--- src/rtl/core/http_host_header_extractor_defines.svh ---
// assertion macros for the http host header extractor
// used by the top level only, no other dependencies
`ifndef HTTP_HOST_HEADER_EXTRACTOR_DEFINES_SVH
`define HTTP_HOST_HEADER_EXTRACTOR_DEFINES_SVH

// same-cycle implication, checked out of reset
`define HHE_ASSERT_IMP(label, ck, rn, ante, cons) \
    label: assert property (@(posedge ck) disable iff (!rn) (ante) |-> (cons)) \
        else $error("hhe same-cycle check failed");

// next-cycle implication, checked out of reset
`define HHE_ASSERT_NXT(label, ck, rn, ante, cons) \
    label: assert property (@(posedge ck) disable iff (!rn) (ante) |=> (cons)) \
        else $error("hhe next-cycle check failed");

`endif

--- src/rtl/core/hhe_pkg.sv ---
// shared types, constants and helpers of the http host header extractor
// no dependencies
`default_nettype none

package hhe_pkg;

    localparam int BYTE_W       = 8;
    localparam int CNT_W        = 9;
    localparam int HEADER_LIMIT = 256;
    localparam int MIN_HOST     = 3;
    localparam int PAT_LEN      = 5;
    localparam int PAT_IDX_W    = 3;
    localparam int QPTR_W       = 2;
    localparam int QUEUE_DEPTH  = 1 << QPTR_W;

    localparam logic [CNT_W-1:0] MAX_LEN_RESET = CNT_W'(255);

    localparam logic [BYTE_W-1:0] CH_NUL     = 8'h00;
    localparam logic [BYTE_W-1:0] CH_LF      = 8'h0A;
    localparam logic [BYTE_W-1:0] CH_CR      = 8'h0D;
    localparam logic [BYTE_W-1:0] CH_COLON   = 8'h3A;
    localparam logic [BYTE_W-1:0] CH_PRINT_LO = 8'h20;
    localparam logic [BYTE_W-1:0] CH_PRINT_HI = 8'h7E;
    localparam logic [BYTE_W-1:0] CH_UPPER_A = 8'h41;
    localparam logic [BYTE_W-1:0] CH_UPPER_Z = 8'h5A;
    localparam logic [BYTE_W-1:0] CASE_OFFSET = 8'h20;

    localparam logic KIND_CHAR   = 1'b0;
    localparam logic KIND_STATUS = 1'b1;

    // one queue entry: the results caused by one payload byte
    typedef struct packed {
        logic              has_char;
        logic [BYTE_W-1:0] host_char;
        logic              has_status;
        logic              found;
        logic [CNT_W-1:0]  length;
    } queue_entry_t;

    // front to queue
    typedef struct packed {
        logic         push;
        queue_entry_t entry;
    } queue_wr_t;

    // queue status seen by both sides
    typedef struct packed {
        logic full;
        logic empty;
    } queue_stat_t;

    function automatic logic [BYTE_W-1:0] lower_of(input logic [BYTE_W-1:0] c);
        logic [BYTE_W-1:0] r;
        r = c;
        if (c >= CH_UPPER_A && c <= CH_UPPER_Z)
        begin
            r = c + CASE_OFFSET;
        end
        return r;
    endfunction

    // characters of "host:"
    function automatic logic [BYTE_W-1:0] pattern_char(input logic [PAT_IDX_W-1:0] idx);
        logic [BYTE_W-1:0] r;
        case (idx)
            3'd0:    r = 8'h68;
            3'd1:    r = 8'h6F;
            3'd2:    r = 8'h73;
            3'd3:    r = 8'h74;
            3'd4:    r = CH_COLON;
            default: r = CH_NUL;
        endcase
        return r;
    endfunction

endpackage

`default_nettype wire

--- src/rtl/core/hhe_if.sv ---
// request channels of the http host header extractor
// depends on hhe_pkg
`default_nettype none

interface hhe_in_if;
    logic                          valid;
    logic                          ready;
    logic [hhe_pkg::BYTE_W-1:0]    data_byte;
    logic                          end_of_packet;

    modport source (output valid, output data_byte, output end_of_packet, input ready);
    modport sink   (input valid, input data_byte, input end_of_packet, output ready);
endinterface

interface hhe_out_if;
    logic                          valid;
    logic                          ready;
    logic                          result_kind;
    logic [hhe_pkg::BYTE_W-1:0]    host_char;
    logic                          host_found;
    logic [hhe_pkg::CNT_W-1:0]     host_length;
    logic                          last_result;

    modport source (output valid, output result_kind, output host_char, output host_found,
                    output host_length, output last_result, input ready);
    modport sink   (input valid, input result_kind, input host_char, input host_found,
                    input host_length, input last_result, output ready);
endinterface

`default_nettype wire

--- src/rtl/core/hhe_front.sv ---
// front part: takes payload bytes, runs the header search and capture,
// pushes the results of each byte into the queue; depends on hhe_pkg, hhe_if
`default_nettype none

module hhe_front (
    input  wire logic                       clk,
    input  wire logic                       rst_n,
    hhe_in_if.sink                          payload,
    input  wire logic                       cfg_we,
    input  wire logic [hhe_pkg::CNT_W-1:0]  cfg_wdata,
    input  wire hhe_pkg::queue_stat_t       q_stat,
    output hhe_pkg::queue_wr_t              q_wr
);

    typedef enum logic [1:0] {
        PH_SEARCH,
        PH_SKIP,
        PH_CAPTURE,
        PH_DONE
    } phase_t;

    phase_t                          phase_reg, phase_next;
    logic [hhe_pkg::PAT_IDX_W-1:0]   match_reg, match_next;
    logic [hhe_pkg::CNT_W-1:0]       count_reg, count_next;
    logic                            matched_reg, matched_next;
    logic [hhe_pkg::CNT_W-1:0]       max_len_reg, max_len_next;

    logic [hhe_pkg::CNT_W-1:0]       limit;
    logic [hhe_pkg::BYTE_W-1:0]      c;
    logic [hhe_pkg::BYTE_W-1:0]      lc;
    logic [hhe_pkg::PAT_IDX_W-1:0]   p;
    logic                            accept;
    logic                            emit_char;
    logic                            stop;

    assign payload.ready = !q_stat.full;
    assign accept        = payload.valid && payload.ready;
    assign c             = payload.data_byte;
    assign lc            = hhe_pkg::lower_of(c);

    // effective limit is the smaller of the register and the header limit
    assign limit = (int'(max_len_reg) < hhe_pkg::HEADER_LIMIT) ? max_len_reg
                 : hhe_pkg::CNT_W'(hhe_pkg::HEADER_LIMIT);

    assign stop = (count_reg >= limit) || (c == hhe_pkg::CH_COLON) || (c == hhe_pkg::CH_CR)
               || (c == hhe_pkg::CH_LF) || (c < hhe_pkg::CH_PRINT_LO)
               || (c > hhe_pkg::CH_PRINT_HI);

    assign max_len_next = cfg_we ? cfg_wdata : max_len_reg;

    always_comb
    begin
        phase_next   = phase_reg;
        match_next   = match_reg;
        count_next   = count_reg;
        matched_next = matched_reg;
        emit_char    = 1'b0;
        p            = match_reg;

        if (accept)
        begin
            case (phase_reg)
                PH_SEARCH:
                begin
                    if (c == hhe_pkg::CH_NUL)
                    begin
                        phase_next = PH_DONE;
                    end
                    else
                    begin
                        if (lc == hhe_pkg::pattern_char(match_reg))
                        begin
                            p = match_reg + 1'b1;
                        end
                        else if (lc == hhe_pkg::pattern_char('0))
                        begin
                            p = hhe_pkg::PAT_IDX_W'(1);
                        end
                        else
                        begin
                            p = '0;
                        end
                        if (p == hhe_pkg::PAT_IDX_W'(hhe_pkg::PAT_LEN))
                        begin
                            phase_next = PH_SKIP;
                            p          = '0;
                        end
                        match_next = p;
                    end
                end
                PH_SKIP:
                begin
                    if (c == hhe_pkg::CH_NUL)
                    begin
                        phase_next = PH_DONE;
                    end
                    else
                    begin
                        matched_next = 1'b1;
                        phase_next   = PH_CAPTURE;
                    end
                end
                PH_CAPTURE:
                begin
                    if (stop)
                    begin
                        phase_next = PH_DONE;
                    end
                    else
                    begin
                        emit_char  = 1'b1;
                        count_next = count_reg + 1'b1;
                    end
                end
                default:
                begin
                    phase_next = phase_reg;
                end
            endcase
        end

        q_wr.push             = accept && (emit_char || payload.end_of_packet);
        q_wr.entry.has_char   = emit_char;
        q_wr.entry.host_char  = c;
        q_wr.entry.has_status = payload.end_of_packet;
        q_wr.entry.found      = matched_next
                             && (count_next >= hhe_pkg::CNT_W'(hhe_pkg::MIN_HOST));
        q_wr.entry.length     = count_next;

        // packet end returns the search to its start
        if (accept && payload.end_of_packet)
        begin
            phase_next   = PH_SEARCH;
            match_next   = '0;
            count_next   = '0;
            matched_next = 1'b0;
        end
    end

    always_ff @(posedge clk or negedge rst_n)
    begin
        if (!rst_n)
        begin
            phase_reg   <= PH_SEARCH;
            match_reg   <= '0;
            count_reg   <= '0;
            matched_reg <= 1'b0;
            max_len_reg <= hhe_pkg::MAX_LEN_RESET;
        end
        else
        begin
            phase_reg   <= phase_next;
            match_reg   <= match_next;
            count_reg   <= count_next;
            matched_reg <= matched_next;
            max_len_reg <= max_len_next;
        end
    end

endmodule

`default_nettype wire

--- src/rtl/core/hhe_queue.sv ---
// short queue between front and back, entries held in flops
// depends on hhe_pkg
`default_nettype none

module hhe_queue (
    input  wire logic                  clk,
    input  wire logic                  rst_n,
    input  wire hhe_pkg::queue_wr_t    q_wr,
    input  wire logic                  pop,
    output hhe_pkg::queue_entry_t      head,
    output hhe_pkg::queue_stat_t       q_stat
);

    hhe_pkg::queue_entry_t           entry_reg [hhe_pkg::QUEUE_DEPTH];
    logic [hhe_pkg::QPTR_W-1:0]      wr_ptr_reg, wr_ptr_next;
    logic [hhe_pkg::QPTR_W-1:0]      rd_ptr_reg, rd_ptr_next;
    logic [hhe_pkg::QPTR_W:0]        count_reg, count_next;
    logic                            do_push;
    logic                            do_pop;

    assign q_stat.full  = (count_reg == (hhe_pkg::QPTR_W+1)'(hhe_pkg::QUEUE_DEPTH));
    assign q_stat.empty = (count_reg == '0);
    assign head         = entry_reg[rd_ptr_reg];

    assign do_push = q_wr.push && !q_stat.full;
    assign do_pop  = pop && !q_stat.empty;

    always_comb
    begin
        wr_ptr_next = do_push ? wr_ptr_reg + 1'b1 : wr_ptr_reg;
        rd_ptr_next = do_pop ? rd_ptr_reg + 1'b1 : rd_ptr_reg;
        count_next  = count_reg;
        if (do_push && !do_pop)
        begin
            count_next = count_reg + 1'b1;
        end
        else if (do_pop && !do_push)
        begin
            count_next = count_reg - 1'b1;
        end
    end

    always_ff @(posedge clk or negedge rst_n)
    begin
        if (!rst_n)
        begin
            wr_ptr_reg <= '0;
            rd_ptr_reg <= '0;
            count_reg  <= '0;
        end
        else
        begin
            wr_ptr_reg <= wr_ptr_next;
            rd_ptr_reg <= rd_ptr_next;
            count_reg  <= count_next;
        end
    end

    always_ff @(posedge clk)
    begin
        if (do_push)
        begin
            entry_reg[wr_ptr_reg] <= q_wr.entry;
        end
    end

endmodule

`default_nettype wire

--- src/rtl/core/hhe_back.sv ---
// back part: drains the queue into the output register, one result a cycle while
// the receiver takes them, host byte first and status second; depends on hhe_pkg, hhe_if
`default_nettype none

module hhe_back (
    input  wire logic                    clk,
    input  wire logic                    rst_n,
    input  wire hhe_pkg::queue_entry_t   head,
    input  wire hhe_pkg::queue_stat_t    q_stat,
    output logic                         pop,
    hhe_out_if.source                    result
);

    logic                            valid_reg, valid_next;
    logic                            pend_reg, pend_next;
    logic                            pend_found_reg, pend_found_next;
    logic [hhe_pkg::CNT_W-1:0]       pend_len_reg, pend_len_next;
    logic                            kind_reg, kind_next;
    logic [hhe_pkg::BYTE_W-1:0]      char_reg, char_next;
    logic                            found_reg, found_next;
    logic [hhe_pkg::CNT_W-1:0]       len_reg, len_next;
    logic                            last_reg, last_next;
    logic                            load_ok;

    assign load_ok = !valid_reg || result.ready;

    always_comb
    begin
        pop             = 1'b0;
        valid_next      = valid_reg;
        pend_next       = pend_reg;
        pend_found_next = pend_found_reg;
        pend_len_next   = pend_len_reg;
        kind_next       = kind_reg;
        char_next       = char_reg;
        found_next      = found_reg;
        len_next        = len_reg;
        last_next       = last_reg;

        if (load_ok)
        begin
            if (pend_reg)
            begin
                // status held back behind a host byte of the same packet end
                valid_next = 1'b1;
                pend_next  = 1'b0;
                kind_next  = hhe_pkg::KIND_STATUS;
                char_next  = '0;
                found_next = pend_found_reg;
                len_next   = pend_len_reg;
                last_next  = 1'b1;
            end
            else if (!q_stat.empty)
            begin
                pop        = 1'b1;
                valid_next = 1'b1;
                if (head.has_char)
                begin
                    kind_next       = hhe_pkg::KIND_CHAR;
                    char_next       = head.host_char;
                    found_next      = 1'b0;
                    len_next        = '0;
                    last_next       = 1'b0;
                    pend_next       = head.has_status;
                    pend_found_next = head.found;
                    pend_len_next   = head.length;
                end
                else
                begin
                    kind_next  = hhe_pkg::KIND_STATUS;
                    char_next  = '0;
                    found_next = head.found;
                    len_next   = head.length;
                    last_next  = 1'b1;
                end
            end
            else
            begin
                valid_next = 1'b0;
            end
        end
    end

    always_ff @(posedge clk or negedge rst_n)
    begin
        if (!rst_n)
        begin
            valid_reg <= 1'b0;
            pend_reg  <= 1'b0;
        end
        else
        begin
            valid_reg <= valid_next;
            pend_reg  <= pend_next;
        end
    end

    always_ff @(posedge clk)
    begin
        pend_found_reg <= pend_found_next;
        pend_len_reg   <= pend_len_next;
        kind_reg       <= kind_next;
        char_reg       <= char_next;
        found_reg      <= found_next;
        len_reg        <= len_next;
        last_reg       <= last_next;
    end

    assign result.valid       = valid_reg;
    assign result.result_kind = kind_reg;
    assign result.host_char   = char_reg;
    assign result.host_found  = found_reg;
    assign result.host_length = len_reg;
    assign result.last_result = last_reg;

endmodule

`default_nettype wire

--- src/rtl/core/http_host_header_extractor.sv ---
// http host header extractor, top level
// depends on hhe_pkg, hhe_if, hhe_front, hhe_queue, hhe_back and the defines header
//
// usage:
// - payload channel takes one packet byte per request (data_byte, end_of_packet);
//   a zero byte ends the searchable text, end_of_packet marks the last byte
// - result channel sends captured host bytes (result_kind 0) and, on each packet
//   end, one status request (result_kind 1, last_result 1, host_found, host_length)
// - cfg_we/cfg_wdata write max_host_len; write it only while the block is idle
// - throughput: one payload byte per cycle while the queue is not full; a byte that
//   yields both a host byte and a status leaves them in turn through the output register
// - result path: a result is written into the queue when its byte is taken, then
//   loaded from the queue into the output register
// - receiver stall: the four-entry queue keeps taking bytes, payload ready drops
//   only when the queue is full
// - reset: search restarts, queue and output are empty, max_host_len is 255;
//   no clearing pass is needed
`default_nettype none
`include "http_host_header_extractor_defines.svh"

module http_host_header_extractor (
    input  wire logic                       clk,
    input  wire logic                       rst_n,
    hhe_in_if.sink                          payload,
    hhe_out_if.source                       result,
    input  wire logic                       cfg_we,
    input  wire logic [hhe_pkg::CNT_W-1:0]  cfg_wdata
);

    hhe_pkg::queue_wr_t     q_wr;
    hhe_pkg::queue_stat_t   q_stat;
    hhe_pkg::queue_entry_t  q_head;
    logic                   q_pop;

    // search and capture, one byte per cycle while the queue is not full
    hhe_front u_front (
        .clk       (clk),
        .rst_n     (rst_n),
        .payload   (payload),
        .cfg_we    (cfg_we),
        .cfg_wdata (cfg_wdata),
        .q_stat    (q_stat),
        .q_wr      (q_wr)
    );

    // decouples byte intake from result delivery
    hhe_queue u_queue (
        .clk    (clk),
        .rst_n  (rst_n),
        .q_wr   (q_wr),
        .pop    (q_pop),
        .head   (q_head),
        .q_stat (q_stat)
    );

    // splits entries into single results
    hhe_back u_back (
        .clk    (clk),
        .rst_n  (rst_n),
        .head   (q_head),
        .q_stat (q_stat),
        .pop    (q_pop),
        .result (result)
    );

    // a full queue is never empty
    `HHE_ASSERT_IMP(a_queue_flags, clk, rst_n, q_stat.full, !q_stat.empty)

    // a status request carries no host byte and closes the packet
    `HHE_ASSERT_IMP(a_status_shape, clk, rst_n,
        result.valid && (result.result_kind == hhe_pkg::KIND_STATUS),
        (result.host_char == '0) && result.last_result)

    // found implies the minimum host length
    `HHE_ASSERT_IMP(a_found_len, clk, rst_n, result.valid && result.host_found,
        result.host_length >= hhe_pkg::CNT_W'(hhe_pkg::MIN_HOST))

    // a push into a full queue would lose a result
    `HHE_ASSERT_NXT(a_no_drop, clk, rst_n, q_stat.full && !q_pop, !q_stat.empty)

endmodule

`default_nettype wire

--- src/flat_wrapper.sv ---
// flat-port wrapper written by rule: the top's interface ports become plain ports
module http_host_header_extractor_flat 
  (clk, rst_n, cfg_we, cfg_wdata, payload_valid, payload_data_byte, payload_end_of_packet, payload_ready, result_valid, result_result_kind, result_host_char, result_host_found, result_host_length, result_last_result, result_ready);
  hhe_in_if payload_i ();
  hhe_out_if result_i ();
  input  wire logic clk;
  input  wire logic rst_n;
  input  wire logic cfg_we;
  input  wire logic [hhe_pkg::CNT_W-1:0] cfg_wdata;
  input wire logic [$bits(payload_i.valid)-1:0] payload_valid;
  input wire logic [$bits(payload_i.data_byte)-1:0] payload_data_byte;
  input wire logic [$bits(payload_i.end_of_packet)-1:0] payload_end_of_packet;
  output wire logic [$bits(payload_i.ready)-1:0] payload_ready;
  output wire logic [$bits(result_i.valid)-1:0] result_valid;
  output wire logic [$bits(result_i.result_kind)-1:0] result_result_kind;
  output wire logic [$bits(result_i.host_char)-1:0] result_host_char;
  output wire logic [$bits(result_i.host_found)-1:0] result_host_found;
  output wire logic [$bits(result_i.host_length)-1:0] result_host_length;
  output wire logic [$bits(result_i.last_result)-1:0] result_last_result;
  input wire logic [$bits(result_i.ready)-1:0] result_ready;
  assign payload_i.valid = payload_valid;
  assign payload_i.data_byte = payload_data_byte;
  assign payload_i.end_of_packet = payload_end_of_packet;
  assign payload_ready = payload_i.ready;
  assign result_valid = result_i.valid;
  assign result_result_kind = result_i.result_kind;
  assign result_host_char = result_i.host_char;
  assign result_host_found = result_i.host_found;
  assign result_host_length = result_i.host_length;
  assign result_last_result = result_i.last_result;
  assign result_i.ready = result_ready;
  http_host_header_extractor u_core (.clk(clk), .rst_n(rst_n), .payload(payload_i), .result(result_i), .cfg_we(cfg_we), .cfg_wdata(cfg_wdata));
endmodule
--- config.mk ---
export PLATFORM = sky130hd
export DESIGN_NAME = http_host_header_extractor_flat
export DESIGN_NICKNAME = d
export VERILOG_FILES = /design/src/rtl/core/hhe_pkg.sv /design/src/rtl/core/hhe_if.sv /design/src/rtl/core/hhe_front.sv /design/src/rtl/core/hhe_queue.sv /design/src/rtl/core/hhe_back.sv /design/src/rtl/core/http_host_header_extractor.sv /design/src/flat_wrapper.sv
export VERILOG_INCLUDE_DIRS = /design/src /design/src/rtl/core
export SDC_FILE = /design/constraint.sdc
export NUM_CORES = 1
export LEC_CHECK = 0
export BUFFER_PORTS_ARGS = -buffer_cell sky130_fd_sc_hd__buf_2
export CAP_MARGIN = 20
export CORE_MARGIN = 5
export CORE_UTILIZATION = 63
export CTS_BUF_LIST = sky130_fd_sc_hd__clkbuf_2
export DETAILED_ROUTE_END_ITERATION = 8
export GPL_ROUTABILITY_DRIVEN = 0
export PLACE_DENSITY = 0.83
export SYNTH_ARGS = -nofsm -noshare
export SYNTH_HDL_FRONTEND = slang
export SYNTH_SLANG_ARGS = --single-unit
--- constraint.sdc ---
create_clock -name clk -period 3.8 [get_ports clk]
set_input_delay 0.38 -clock clk [delete_from_list [all_inputs] [get_ports clk]]
set_output_delay 0.38 -clock clk [all_outputs]
set_load 0.05 [all_outputs]
## Word-level counts from Yosys, hierarchy flattened

Memory sizes are Yosys's and may differ from the RTL's.
Cells that the tools add are included.

| word-level totals | value |
|---|---|
| memories kept | 1 |
| bits in writable memories | 80 |
| output and inout bits | 22 |
| register bits after elaboration | 62 |
| bits in latches | 0 |
| memory bits (read-only) | 0 |

| cells by class | value |
|---|---|
| bitwise operators | 2 |
| shift operators | 0 |
| $add $sub $neg | 7 |
| equal/unequal tests | 17 |
| order comparisons | 7 |
| reductions and logical operators | 33 |
| mux-type cells | 55 |
| multiply operators | 0 |
| divide/modulo/power cells | 0 |

Memory list:

| memory | depth | width | read ports | clocked after Yosys merged registers in | wr ports | RTL line | RTL |
|---|---|---|---|---|---|---|---|
| u_core.u_queue.entry_reg | 4 | 20 | 1 | 0 | 1 | hhe_queue.sv:14 | `hhe_pkg::queue_entry_t entry_reg [hhe_pkg::QUEUE_DEPTH];` |

Operators with widths:

| cell | number |
|---|---|
| 9-bit two-way mux | 8 |
| 8-bit two-way mux | 6 |
| 7-bit case mux with 5 select lines | 1 |
| 3-bit two-way mux | 11 |
| 1-bit two-way mux | 23 |
| 8-bit by 4-bit equality test with 1-bit output, second input constant | 2 |
| 2-bit two-way mux | 5 |
| 9-bit by 1-bit adder with 9-bit output, second input constant | 1 |
| 3-bit equality test, second input constant | 3 |
| 9-bit by 2-bit greater-or-equal comparator with 1-bit output, second input constant | 1 |
| 9-bit greater-or-equal comparator | 1 |
| 1-bit logical AND | 9 |
| 9-bit less-than comparator, second input constant | 1 |
| 8-bit by 6-bit adder with 8-bit output, second input constant | 1 |
| 8-bit by 6-bit equality test with 1-bit output, second input constant | 1 |
| 8-bit by 7-bit equality test with 1-bit output, second input constant | 1 |
| 8-bit equality test | 1 |
| 8-bit by 7-bit greater-or-equal comparator with 1-bit output, second input constant | 1 |
| 8-bit by 7-bit greater-than comparator with 1-bit output, second input constant | 1 |
| 8-bit by 7-bit less-or-equal comparator with 1-bit output, second input constant | 1 |
| 8-bit logical NOT | 1 |
| 8-bit by 6-bit less-than comparator with 1-bit output, second input constant | 1 |
| 4-bit AND reduction | 2 |
| 1-bit logical OR | 7 |
| 19 further kinds | 31 |

## Logic depth before layout (Yosys ltp)

Gate-level depths: netlist (run 1).

| logic depth | value |
|---|---|
| word-level depth | 18 |
| mapped depth | 15 |
| mapped depth without buffers | 14 |

## Hierarchy

A second synthesis (run 1) with hierarchy kept.

| unflattened totals | value |
|---|---|
| cells, all modules | 447 |
| area, all modules | 6643.9 µm² |

Modules (own cells, without submodules):

| module | area an instance (µm²) | cells each | times used |
|---|---|---|---|
| hhe_queue | 3384.5 | 140 | 1 |
| hhe_front | 2082.0 | 239 | 1 |
| hhe_back | 1177.4 | 68 | 1 |

## Worst setup path before layout (run 1)

OpenSTA, ideal clock, no wires.

| timing | value |
|---|---|
| path type | register -> register |
| start point | reg u_core.u_front.max_len_reg[8] (netlist bit) |
| end point | reg u_core.u_queue.count_reg[2] (netlist bit) |
| stages on the path, launching flop included | 15 |
| path slack | 0.526 ns |
| path buffers | 1 |
| arrival time | 3.195 ns |
| path through | dfrtp_1 -> clkinv_1 -> ha_1 -> o2bb2ai_2 -> nor4b_4 -> o211ai_2 -> or4_4 -> buf_6 -> nand2_1 -> ha_1 -> inv_1 -> fa_1 -> xor2_1 -> nor2_1 -> xor2_1 |

| between the ends | value |
|---|---|
| longest elaborated chain between the ends | 17 |

Ends and longest elaborated chain:

| item | RTL line | RTL |
|---|---|---|
| from (decl) | hhe_front.sv:26 | `logic [hhe_pkg::CNT_W-1:0] max_len_reg, max_len_next;` |
| from (signal assigned) | hhe_front.sv:148 | `max_len_reg <= hhe_pkg::MAX_LEN_RESET;` |
| from (signal assigned) | hhe_front.sv:156 | `max_len_reg <= max_len_next;` |
| 9-bit less-than comparator | hhe_front.sv:42 | `assign limit = (int'(max_len_reg) < hhe_pkg::HEADER_LIMIT) ? max_len_reg` |
| 9-bit two-way mux * | hhe_front.sv:42 |  |
| 9-bit greater-or-equal comparator * | hhe_front.sv:45 | `assign stop = (count_reg >= limit) \|\| (c == hhe_pkg::CH_COLON) \|\| (c == hhe_pkg::CH_CR)` |
| 1-bit logical OR * (2 in series) | hhe_front.sv:45 |  |
| 1-bit logical OR * (2 in series) | hhe_front.sv:46 | `\|\| (c == hhe_pkg::CH_LF) \|\| (c < hhe_pkg::CH_PRINT_LO)` |
| 1-bit logical OR * | hhe_front.sv:47 | `\|\| (c > hhe_pkg::CH_PRINT_HI);` |
| 1-bit two-way mux * | hhe_front.sv:105 | `if (stop)` |
| 1-bit two-way mux * | hhe_front.sv:62 | `case (phase_reg)` |
| 1-bit two-way mux * | hhe_front.sv:60 | `if (accept)` |
| 1-bit logical OR * | hhe_front.sv:122 | `q_wr.push = accept && (emit_char \|\| payload.end_of_packet);` |
| 1-bit logical AND * | hhe_front.sv:122 |  |
| 1-bit logical AND * | hhe_queue.sv:25 | `assign do_push = q_wr.push && !q_stat.full;` |
| net u_core.u_queue.do_push | hhe_queue.sv:18 | `logic do_push;` |
| 1-bit logical NOT | hhe_queue.sv:37 | `else if (do_pop && !do_push)` |
| 1-bit logical AND | hhe_queue.sv:37 |  |
| 2-bit nonzero test (no source line) | - |  |
| to (signal assigned) | hhe_queue.sv:55 | `count_reg <= count_next;` |
| to (decl) | hhe_queue.sv:17 | `logic [hhe_pkg::QPTR_W:0] count_reg, count_next;` |

The timed path passes the listed nets; every way through them passes the cells marked *.
A chain may end at the register's enable or synchronous reset.

## Worst setup path after layout (run 1)

Ends and elaborated chain as after synthesis.

==> impl_metrics.tcl, run 1 <==
set metrics [dict create \
    outcome "complete, no violations" \
    drt_iter0_markers 179 \
    min_from "cfg_we" \
    fin_tns_setup_ns 0 \
    start_kind "flop" \
    max_slew.worst_pin.slew_ns 0.864 \
    end_kind "flop" \
    grt_util_met2_pct 33.9 \
    wl_per_cell_um 17.3 \
    fin_crit_sh_pct 92.4 \
    h-tree-depth 4 \
    synthTopCellsByCount "edfxtp_1, nand2_1, dfrtp_1, ha_1, nor2_1" \
    synth_area_um2 6490 \
    met3_usage_pct 6.03 \
    overflow 0 \
    synth_seq_cells 142 \
    place_hpwl_mm 8.10 \
    synthTopCellsByArea "edfxtp_1, dfrtp_1, mux4_2, ha_1, dfstp_2" \
    cap_viol_max_count 0 \
    drive_gt1_share_pct 24.6 \
    grt_max_degree 34 \
    netlist_instances 452 \
    grt_pass1_wl_mm 19.6 \
    fin_crit_ns 3.51 \
    cts_tree "built" \
    swShare_pct 37.0 \
    fp-row-count 37 \
    avgSynthCellArea_um2 14.4 \
    busiest_layer "met2" \
    crit_path_cell_trace "clkinv_1 > ha_1 > o2bb2ai_2 > nor4b_4 > o211ai_2 > or4_4 > nand2_2 > ha_1 > inv_1 > fa_1 > xor2_1 > nor2_1 > xor2_1" \
    drcViolationCount 0 \
    yosysMostFrequentCell "edfxtp_1" \
    finalHoldViolCount 0 \
    path_delay_family "simple AND/OR/NAND/NOR gates" \
    largest_reg_flops 80 \
    synth_nets 501 \
    fp.dieW_um 112 \
    clkTransAtPathRegs_ns 0.20 \
    r2r-end "u_core.u_queue.count_reg[2]$_DFFE_PN0P_" \
    setup_violations 0 \
    area_delta_synth_final_pct 13.0 \
    leakagePower_nw 2.81 \
    wl_mm 11.7 \
    hold-path-cell-count 2 \
    yosysSeqAreaShare_pct 63.3 \
    powerDensity_nw_per_um2 633 \
    drtAntennaViolNets 0 \
    grt_pass1_vias 3951 \
    fp.dieArea_um2 12400 \
    critPathMaxFanout 9 \
    worstPathRequired_ns 4.41 \
    path_buf_inv 2 \
    synth-edff-count 109 \
    pin_count 45 \
    r2r-start "u_core.u_front.max_len_reg[8]$_DFFE_PN0P_" \
    r2r_cells 13 \
    via_count 3889 \
    cts_sinks 142 \
    fin_skew_ns 0.0294 \
    rsz0062_at_grt "false" \
    multi_input_area_um2 2240 \
    core_um2 10200 \
    path_class "flop to flop" \
    holdPathEnd "u_core.u_front.max_len_reg[6]$_DFFE_PN1P_" \
    ir_drop_mv 0.533 \
    synthArstFlopShare_pct 23.2 \
    track_usage_pct 20.2 \
    ys_warn_count 0 \
    clkPwrFrac_pct 16.0 \
    cts_buffer_depth 2 \
    r2r_slack_ns 0.29 \
    slowest_stage "or4_4" \
    pwr-share-seq_pct 49.0 \
    p_sw_w 0.00172 \
    regArea_um2 4110 \
    start_util_pct 63.7 \
    maxSlewHeadroom_pct 42.2 \
    ys_types 66 \
    fill_cells 676 \
    fin_nets 577 \
    grtUsageMet1_pct 25.4 \
    cp.arrival_ns 4.12 \
    worstHoldPathType "input pin to flop" \
    drt_first_pass_iters 4 \
    clock_latency_ns 0.67 \
    synth.top_cell.area_share_pct 50.4 \
    clock.fmax_mhz 285 \
    worst_path_largest_cell_delay_ns 0.62 \
    synth_ff_type "edfxtp_1" \
    grt_antenna_before_repair 0 \
    antenna_cells 0 \
    yosys.area.top_type "edfxtp_1" \
    p_int_w 0.00292 \
    numCtsBuffers 17 \
    combPwrFrac_pct 35.0 \
    fp.dieH_um 112 \
    port_buffers 44 \
    slew_violations 0 \
    final_core_util_pct 72.0 \
    cts-root-buf "clkbuf_2" \
    routed_via_density 5.74 \
    total_power_w 0.00464 \
]
==> power groups by stage <==
| stage | sequential [W] | combinational (W) | clock (W) |
|---|---|---|---|
| finish | 0.00227 | 0.00163 | 0.000744 |
| CTS | 0.00228 | 0.00164 | 0.000765 |
| global placement | 0.00230 | 0.00157 | 0 |
| detailed placement | 0.00232 | 0.00162 | 0 |
| floorplan | 0.00261 | 0.000908 | 0 |
| global route | 0.00232 | 0.00177 | 0.000841 |
==> metal layers <==
metal,wire [um],share of wire [%]
met5,0,0
met4,253,2.2
met3,610,5.2
met2,5910,50
met1,4960,42
==> worst max path at each step <==
stage	endpoint	cells past startpoint	slack, ns	startpoint
after CTS	u_core.u_queue.count_reg[2]$_DFFE_PN0P_	13	0.20	u_core.u_front.max_len_reg[8]$_DFFE_PN0P_
after global placement	u_core.u_queue.count_reg[2]$_DFFE_PN0P_	13	0.41	u_core.u_front.max_len_reg[8]$_DFFE_PN0P_
after detailed placement	u_core.u_queue.count_reg[2]$_DFFE_PN0P_	13	0.24	u_core.u_front.max_len_reg[8]$_DFFE_PN0P_
after floorplan	u_core.u_queue.count_reg[2]$_DFFE_PN0P_	14	0.53	u_core.u_front.max_len_reg[8]$_DFFE_PN0P_
after global routing	u_core.u_queue.count_reg[2]$_DFFE_PN0P_	13	0.09	u_core.u_front.max_len_reg[8]$_DFFE_PN0P_
final	u_core.u_queue.count_reg[2]$_DFFE_PN0P_	13	0.29	u_core.u_front.max_len_reg[8]$_DFFE_PN0P_
==> layout by cell type, fill, tap and decap left out, types with 3 or more instances in the layout <==
cell type and count:
edfxtp_1 109, nand2_1 47, buf_2 44, ha_1 25
dfrtp_1 25, nor2_1 22, dlygate4sd3_1 22, mux4_2 19
clkbuf_2 19, o21ai_0 17, inv_1 15, and2_1 14
nor2b_1 13, xnor2_1 12, mux2_2 10, nand3_1 9
a21oi_1 9, dfstp_2 8, nor3_1 6, xor2_1 6
nand4_1 5, clkinv_2 5, a211oi_1 5, clkinv_1 4
and3_1 4, nor4_1 4, buf_12 4, buf_4 4
mux2i_1 3, a22o_1 3, clkinvlp_4 3
==> kinds of logic (layout without fill, tap and decap cells) <==
logic type                 count (synthesis)  after routing  synth area share [%]
DFF                                      142            142                  63.3
and+or+nand+nor                          142            142                  11.6
AOI/OAI and AO/OA                         55             55                  5.90
buffers and inverters                     34            123                  2.20
muxes                                     33             33                  8.96
adders and majority gates                 26             26                  5.13
xor gates and xnor gates                  20             20                  2.93
==> stage by stage <==
| stage | setup slack, ns | instance area [um^2] | hold slack (ns) | instances |
|---|---|---|---|---|
| floorplan | 0.526 | 6490 | 0.0844 | 452 |
| global placement | 0.414 | 6910 | 0.480 | 623 |
| detailed placement | 0.243 | 6910 | 0.492 | 623 |
| CTS | 0.195 | 7300 | 0.00287 | 674 |
| global route | 0.0857 | 7330 | 0.0325 | 677 |
| finish | 0.287 | 7330 | 0.0986 | 677 |
==> area by class of cell <==
cell class,count,share of cell area (%)
clock inverter,13,1.38
clock buffer,19,1.30
multi-input combinational,276,30.6
timing repair buffer,74,7.51
inverter,17,0.887
sequential,142,56.0
tap,136,2.32
==> repair_timing <==
action / in CTS / in global routing
endpoints found under the hold margin: 58 / 9
buffers inserted: 0 / 0
resized for setup: 0 / 1
setup endpoints to repair: 0 / 1
hold buffers: 19 / 3
Power figures use the tool's default switching activity.
==> run 2, diff against run 1 <==
- CORE_UTILIZATION: 63 -> 60
- CTS_BUF_LIST: sky130_fd_sc_hd__clkbuf_2 -> sky130_fd_sc_hd__clkbuf_16
- PLACE_DENSITY: 0.83 -> 0.79
==> run 2 against run 1 <==
Combinational power about the same. Total power up 19%. Via count is 0.28% lower. Final cell count down 2.7%. Sequential share of layout area fell by 1.1 points. Fmax decreased by 2.3%. Count of clock-buffer cells in the layout shrank 2. Setup slack got worse by 0.081 ns. Cell area grew 2.0%. Clock skew is 0.021 ns lower. Routed wire length grew 9.1%. Global-route usage grew 1.5 points. Critical endpoint unchanged.
==> impl_metrics.tcl, run 2 (synthesis results as in run 1) <==
set metrics [dict create \
    startpoint "u_core.u_front.max_len_reg[8]$_DFFE_PN0P_" \
    clkTransAtPathRegs_ns 0.06 \
    cts_sinks 142 \
    start_kind "flop" \
    worstHoldPathType "input pin to async pin" \
    drt_iter0_markers 364 \
    antenna_cells 0 \
    largest_reg_flops 80 \
    grt_antenna_before_repair 0 \
    area_delta_synth_final_pct 15.2 \
    worst_path_largest_cell_delay_ns 0.61 \
    fin_tns_setup_ns 0 \
    finalHoldViolCount 0 \
    wl_mm 12.8 \
    fin_crit_ns 3.59 \
    final_core_util_pct 69.9 \
    total_power_w 0.00552 \
    fp.dieH_um 114 \
    rsz0062_at_grt "false" \
    drcViolationCount 0 \
    fp.dieW_um 114 \
    drtAntennaViolNets 0 \
    grt_pass1_vias 4064 \
    cp.arrival_ns 3.93 \
    final_common_cell "edfxtp_1" \
    drive_gt1_share_pct 25.4 \
    pin_count 45 \
    fin_nets 555 \
    setup_violations 0 \
    via_count 3878 \
    cap_viol_max_count 0 \
    fin_skew_ns 0.00793 \
    start_util_pct 60.7 \
    cts_tree "built" \
    grt_pass1_wl_mm 21.2 \
    fp-row-count 38 \
    track_usage_pct 21.7 \
    leakagePower_nw 2.86 \
    cts_buffer_depth 2 \
    clock_latency_ns 0.41 \
    cts-root-buf "clkbuf_16" \
    r2r-start "u_core.u_front.max_len_reg[8]$_DFFE_PN0P_" \
    fill_cells 705 \
    crit_path_cell_trace "clkinv_1 > ha_1 > o2bb2ai_2 > nor4b_4 > o211ai_2 > or4_4 > nand2_1 > ha_1 > inv_1 > fa_1 > xor2_1 > nor2_1 > xor2_1" \
    place_hpwl_mm 8.19 \
    h-tree-depth 4 \
    cts_setup_buffers 0 \
    critPathMaxFanout 9 \
    fin_crit_sh_pct 94.6 \
    port_buffers 44 \
    fin_ws_ns 0.206 \
    powerDensity_nw_per_um2 738 \
    worstPathRequired_ns 4.13 \
    max_slew.worst_pin.slew_ns 0.892 \
    path_class "flop to flop" \
    overflow 0 \
    outcome "complete, no violations" \
    clock.fmax_mhz 278 \
    grt_max_degree 34 \
    path_delay_family "simple AND/OR/NAND/NOR gates" \
    fp.dieArea_um2 13000 \
    mostFrequentLayoutCells "edfxtp_1, nand2_1, buf_2" \
    end_kind "flop" \
    ir_drop_mv 0.424 \
    place_worst_setup_slack_ns 0.262 \
    ctsHoldBuffers 0 \
    path_buf_inv 2 \
    wl_per_cell_um 19.4 \
    maxSlewHeadroom_pct 40.3 \
    core_um2 10700 \
    drt_first_pass_iters 5 \
    slew_violations 0 \
    slowest_stage "or4_4" \
    routed_via_density 5.88 \
    numCtsBuffers 17 \
    cts_resized 0 \
]
run 2: cell types whose count changed in the layout (fill, tap and decap cells not counted), sizes merged:
| cell | delta |
|---|---|
| bufinv | +1 |
| clkbuf | -2 |
| clkinv | -5 |
| clkinvlp | +3 |
| dlygate4sd3 | -22 |
| inv | +3 |
run 2: path summary, 6_finish.rpt:
check / endpoint / slack, ns / cells after the start
setup reg to reg: u_core.u_queue.count_reg[2]$_DFFE_PN0P_ / 0.21 / 13
setup / recovery: u_core.u_queue.count_reg[2]$_DFFE_PN0P_ / 0.21 / 13
max in group asynchronous: u_core.u_front.phase_reg[1]$_DFFE_PN0P_ / 3.23 / 1
hold reg to reg: u_core.u_back.result.host_length[5]$_DFFE_PP_ / 0.54 / 2
hold / removal: u_core.u_back.result.valid$_DFFE_PN0N_ / 0.05 / 1
min in group clk: u_core.u_front.max_len_reg[8]$_DFFE_PN0P_ / 0.19 / 3
run 2: layout make-up:
cell class / instances / area (um^2) / share of cell area [%]
Multi-Input combinational cell: 276 / 2240 / 29.9
Inverter: 17 / 65.1 / 0.870
Clock inverter: 15 / 148 / 1.97
Sequential cell: 142 / 4110 / 54.9
Tap cell: 140 / 175 / 2.34
Clock buffer: 17 / 425 / 5.69
Timing Repair Buffer: 52 / 318 / 4.25
run 2: per-stage QoR:
stage | area (um^2) | hold WS [ns] | std cells
after detailed placement | 6910 | 0.498 | 627
after global routing | 7480 | 0.0976 | 659
final | 7480 | 0.0507 | 659
after CTS | 7480 | 0.0666 | 659
after global placement | 6910 | 0.483 | 627
after floorplan | 6490 | 0.0844 | 452
run 2: routing by layer:
metal,part of all wire (%),GRT usage (%),vias up
met5,0,0,-
met4,1.1,6.18,0
met3,6.3,5.99,16
met2,52,36.7,149
met1,41,27.5,1912
li1,-,-,1801
run 2: report_power, final:
group          internal [W]  switching, W
Sequential          0.00210      0.000188
Combinational      0.000587       0.00106
Clock              0.000961      0.000627
Total               0.00364       0.00188
==> run 3, diff against run 2 <==
- SETUP_SLACK_MARGIN: unset -> 0.3
- SYNTH_HIERARCHICAL: unset -> 1
==> run 3 against run 2 <==
Critical path depth grew 2. Synthesized cell count shrank 1.1%. Fmax grew 12%. Final cell count shrank 1.7%. First-iteration DRC count shrank 19%. Sequential share of layout area is essentially flat. Combinational power grew 3%. Non-clock buffer count grew 2. Synthesized area grew 2.4%. Global-route usage shrank 1.7 points. Via count shrank 0.59%. Highest routed layer unchanged.
==> impl_metrics.tcl, run 3 <==
set metrics [dict create \
    largest_reg_flops 80 \
    leakagePower_nw 2.90 \
    maxSlewHeadroom_pct 33.4 \
    drcViolationCount 0 \
    place_hpwl_mm 8.08 \
    r2r-start "u_core/u_front/max_len_reg[8]$_DFFE_PN0P_" \
    synth.top_cell.area_share_pct 49.3 \
    fin_tns_setup_ns 0 \
    regArea_um2 4110 \
    swShare_pct 33.6 \
    setup_violations 0 \
    via_count 3855 \
    final_common_cell "edfxtp_1" \
    cp.arrival_ns 3.54 \
    p_int_w 0.00360 \
    clock_latency_ns 0.41 \
    fin_nets 543 \
    drt_first_pass_iters 4 \
    fp.dieW_um 115 \
    r2r-end "u_core/u_queue/count_reg[2]$_DFFE_PN0P_" \
    fill_cells 699 \
    start_util_pct 61.3 \
    synthTopCellsByArea "edfxtp_1, dfrtp_1, mux4_1, ha_1, dfstp_2" \
    synth-edff-count 109 \
    core_um2 10800 \
    ys_warn_count 6 \
    drt_iter0_markers 295 \
    worst_path_largest_cell_delay_ns 0.54 \
    powerDensity_nw_per_um2 726 \
    pwr-share-seq_pct 41.5 \
    cts-root-buf "clkbuf_16" \
    place_area_um2 6930 \
    wl_per_cell_um 18.8 \
    max_slew.worst_pin.slew_ns 0.999 \
    end_kind "flop" \
    cts_buffer_depth 2 \
    synth_seq_cells 142 \
    r2r_cells 15 \
    fin_crit_ns 3.22 \
    crit_path_cell_trace "clkinvlp_4 > nand2_1 > ha_1 > or4_1 > a21oi_2 > o31ai_1 > o21ai_0 > nor2b_1 > buf_4 > ha_1 > inv_1 > fa_1 > xor2_1 > nor2_1 > xor2_1" \
    fp.dieH_um 115 \
    path_buf_inv 3 \
    routed_via_density 5.95 \
    path_class "flop to flop" \
    grt_max_degree 34 \
    wl_mm 12.2 \
    overflow 0 \
    clock.fmax_mhz 311 \
    area_delta_synth_final_pct 12.7 \
    final_core_util_pct 69.0 \
    grt_antenna_before_repair 0 \
    track_usage_pct 20.0 \
    ir_drop_mv 0.475 \
    synthArstFlopShare_pct 23.2 \
    r2r_slack_ns 0.58 \
    combPwrFrac_pct 31.3 \
    slew_violations 0 \
    grt_pass1_vias 4051 \
    outcome "complete, no violations" \
    synth_area_um2 6640 \
    fp.dieArea_um2 13300 \
    path_delay_family "simple AND/OR/NAND/NOR gates" \
    rsz0062_at_grt "false" \
    multi_input_area_um2 2290 \
    slowest_stage "or4_1" \
    synth_nets 495 \
    drtAntennaViolNets 0 \
    synthTopCellsByCount "edfxtp_1, nand2_1, dfrtp_1" \
    mostFrequentLayoutCells "edfxtp_1, buf_2, nand2_1" \
    drive_gt1_share_pct 22.8 \
    clkPwrFrac_pct 27.2 \
    worstPathRequired_ns 4.12 \
    fin_crit_sh_pct 84.7 \
    pin_count 45 \
    clkTransAtPathRegs_ns 0.06 \
    worstHoldPathType "input pin to async pin" \
    ys_types 66 \
    cp.depth 15 \
    fp-row-count 38 \
    yosysSeqAreaShare_pct 61.8 \
    yosys.area.top_type "edfxtp_1" \
    antenna_cells 0 \
    h-tree-depth 4 \
    total_power_w 0.00543 \
    avgSynthCellArea_um2 14.9 \
    numCtsBuffers 17 \
    p_sw_w 0.00183 \
    fin_skew_ns 0.0104 \
    grt_pass1_wl_mm 20.0 \
    synth_ff_type "edfxtp_1" \
    cts_sinks 142 \
    cts_tree "built" \
    port_buffers 44 \
    final_design_area_no_fill_um2 7480 \
    cap_viol_max_count 0 \
    start_kind "flop" \
    yosysMostFrequentCell "edfxtp_1" \
    netlist_instances 447 \
    finalHoldViolCount 0 \
    critPathMaxFanout 9 \
]
[run 3: cell types whose count changed after synthesis, sizes merged, moves of 5 or more]
cell and delta:
nor2b -6, a211oi -5, nand2 -22, buf +11, a22o +5, and2 +7
o21ai -6, nand2b +6
[run 3: layout make-up]
| class | instances | area share (%) |
|---|---|---|
| inverters | 20 | 1.05 |
| well taps | 140 | 2.34 |
| flip-flops and latches | 142 | 54.9 |
| repair buffers | 54 | 3.95 |
| clock inverters | 15 | 1.44 |
| clock buffers | 17 | 5.68 |
| multi-input cells | 260 | 30.6 |
[run 3: what timing repair did]
| item | in CTS | in global routing |
|---|---|---|
| endpoints found under the hold margin | 0 | 0 |
| resized for setup | 0 | 3 |
| hold buffers | 0 | 0 |
| endpoints found under the setup margin | 0 | 5 |
| buffers inserted | 0 | 1 |
[run 3: cell families (layout without fill, tap and decap cells)]
family / Yosys count / after routing / synth area share, %
AO/OA/AOI/OAI: 56 / 56 / 6.31
XOR/XNOR: 19 / 19 / 2.50
adder cells (fa/ha/maj): 25 / 25 / 4.82
buffers and inverters: 45 / 106 / 3.84
flip-flops: 142 / 142 / 61.8
multiplexers: 32 / 32 / 9.98
AND/OR/NAND/NOR: 128 / 128 / 10.7
[run 3: worst max-delay path by stage]
stage	slack, ns	endpoint	start
floorplan	0.85	u_core/u_queue/count_reg[2]$_DFFE_PN0P_	u_core/u_front/max_len_reg[3]$_DFFE_PN1P_
global placement	0.71	u_core/u_queue/count_reg[2]$_DFFE_PN0P_	u_core/u_front/max_len_reg[8]$_DFFE_PN0P_
detailed placement	0.59	u_core/u_queue/count_reg[2]$_DFFE_PN0P_	u_core/u_front/max_len_reg[8]$_DFFE_PN0P_
CTS	0.56	u_core/u_queue/count_reg[2]$_DFFE_PN0P_	u_core/u_front/max_len_reg[8]$_DFFE_PN0P_
global route	0.35	u_core/u_queue/count_reg[2]$_DFFE_PN0P_	u_core/u_front/max_len_reg[8]$_DFFE_PN0P_
finish	0.58	u_core/u_queue/count_reg[2]$_DFFE_PN0P_	u_core/u_front/max_len_reg[8]$_DFFE_PN0P_
[run 3: per-stage QoR]
step                      hold WS (ns)  cells  setup slack, ns
after floorplan                 0.0844    447            0.852
after global placement           0.462    615            0.712
after detailed placement         0.488    615            0.589
after CTS                       0.0692    647            0.559
after global routing            0.0998    648            0.347
final                           0.0504    648            0.582
[run 3: routing by layer]
metal	routed length (um)	vias to the layer above	track usage (%)
met5	0	-	0
met4	90	0	6.81
li1	-	1798	-
met2	6370	121	34.6
met1	5180	1929	24.6
met3	569	7	4.95
[run 3: power groups by stage]
stage	combinational, W	clock, W	sequential (W)
finish	0.00170	0.00148	0.00226
global placement	0.00165	0	0.00226
floorplan	0.000957	0	0.00264
CTS	0.00171	0.00151	0.00226
global route	0.00183	0.00159	0.00229
detailed placement	0.00170	0	0.00228
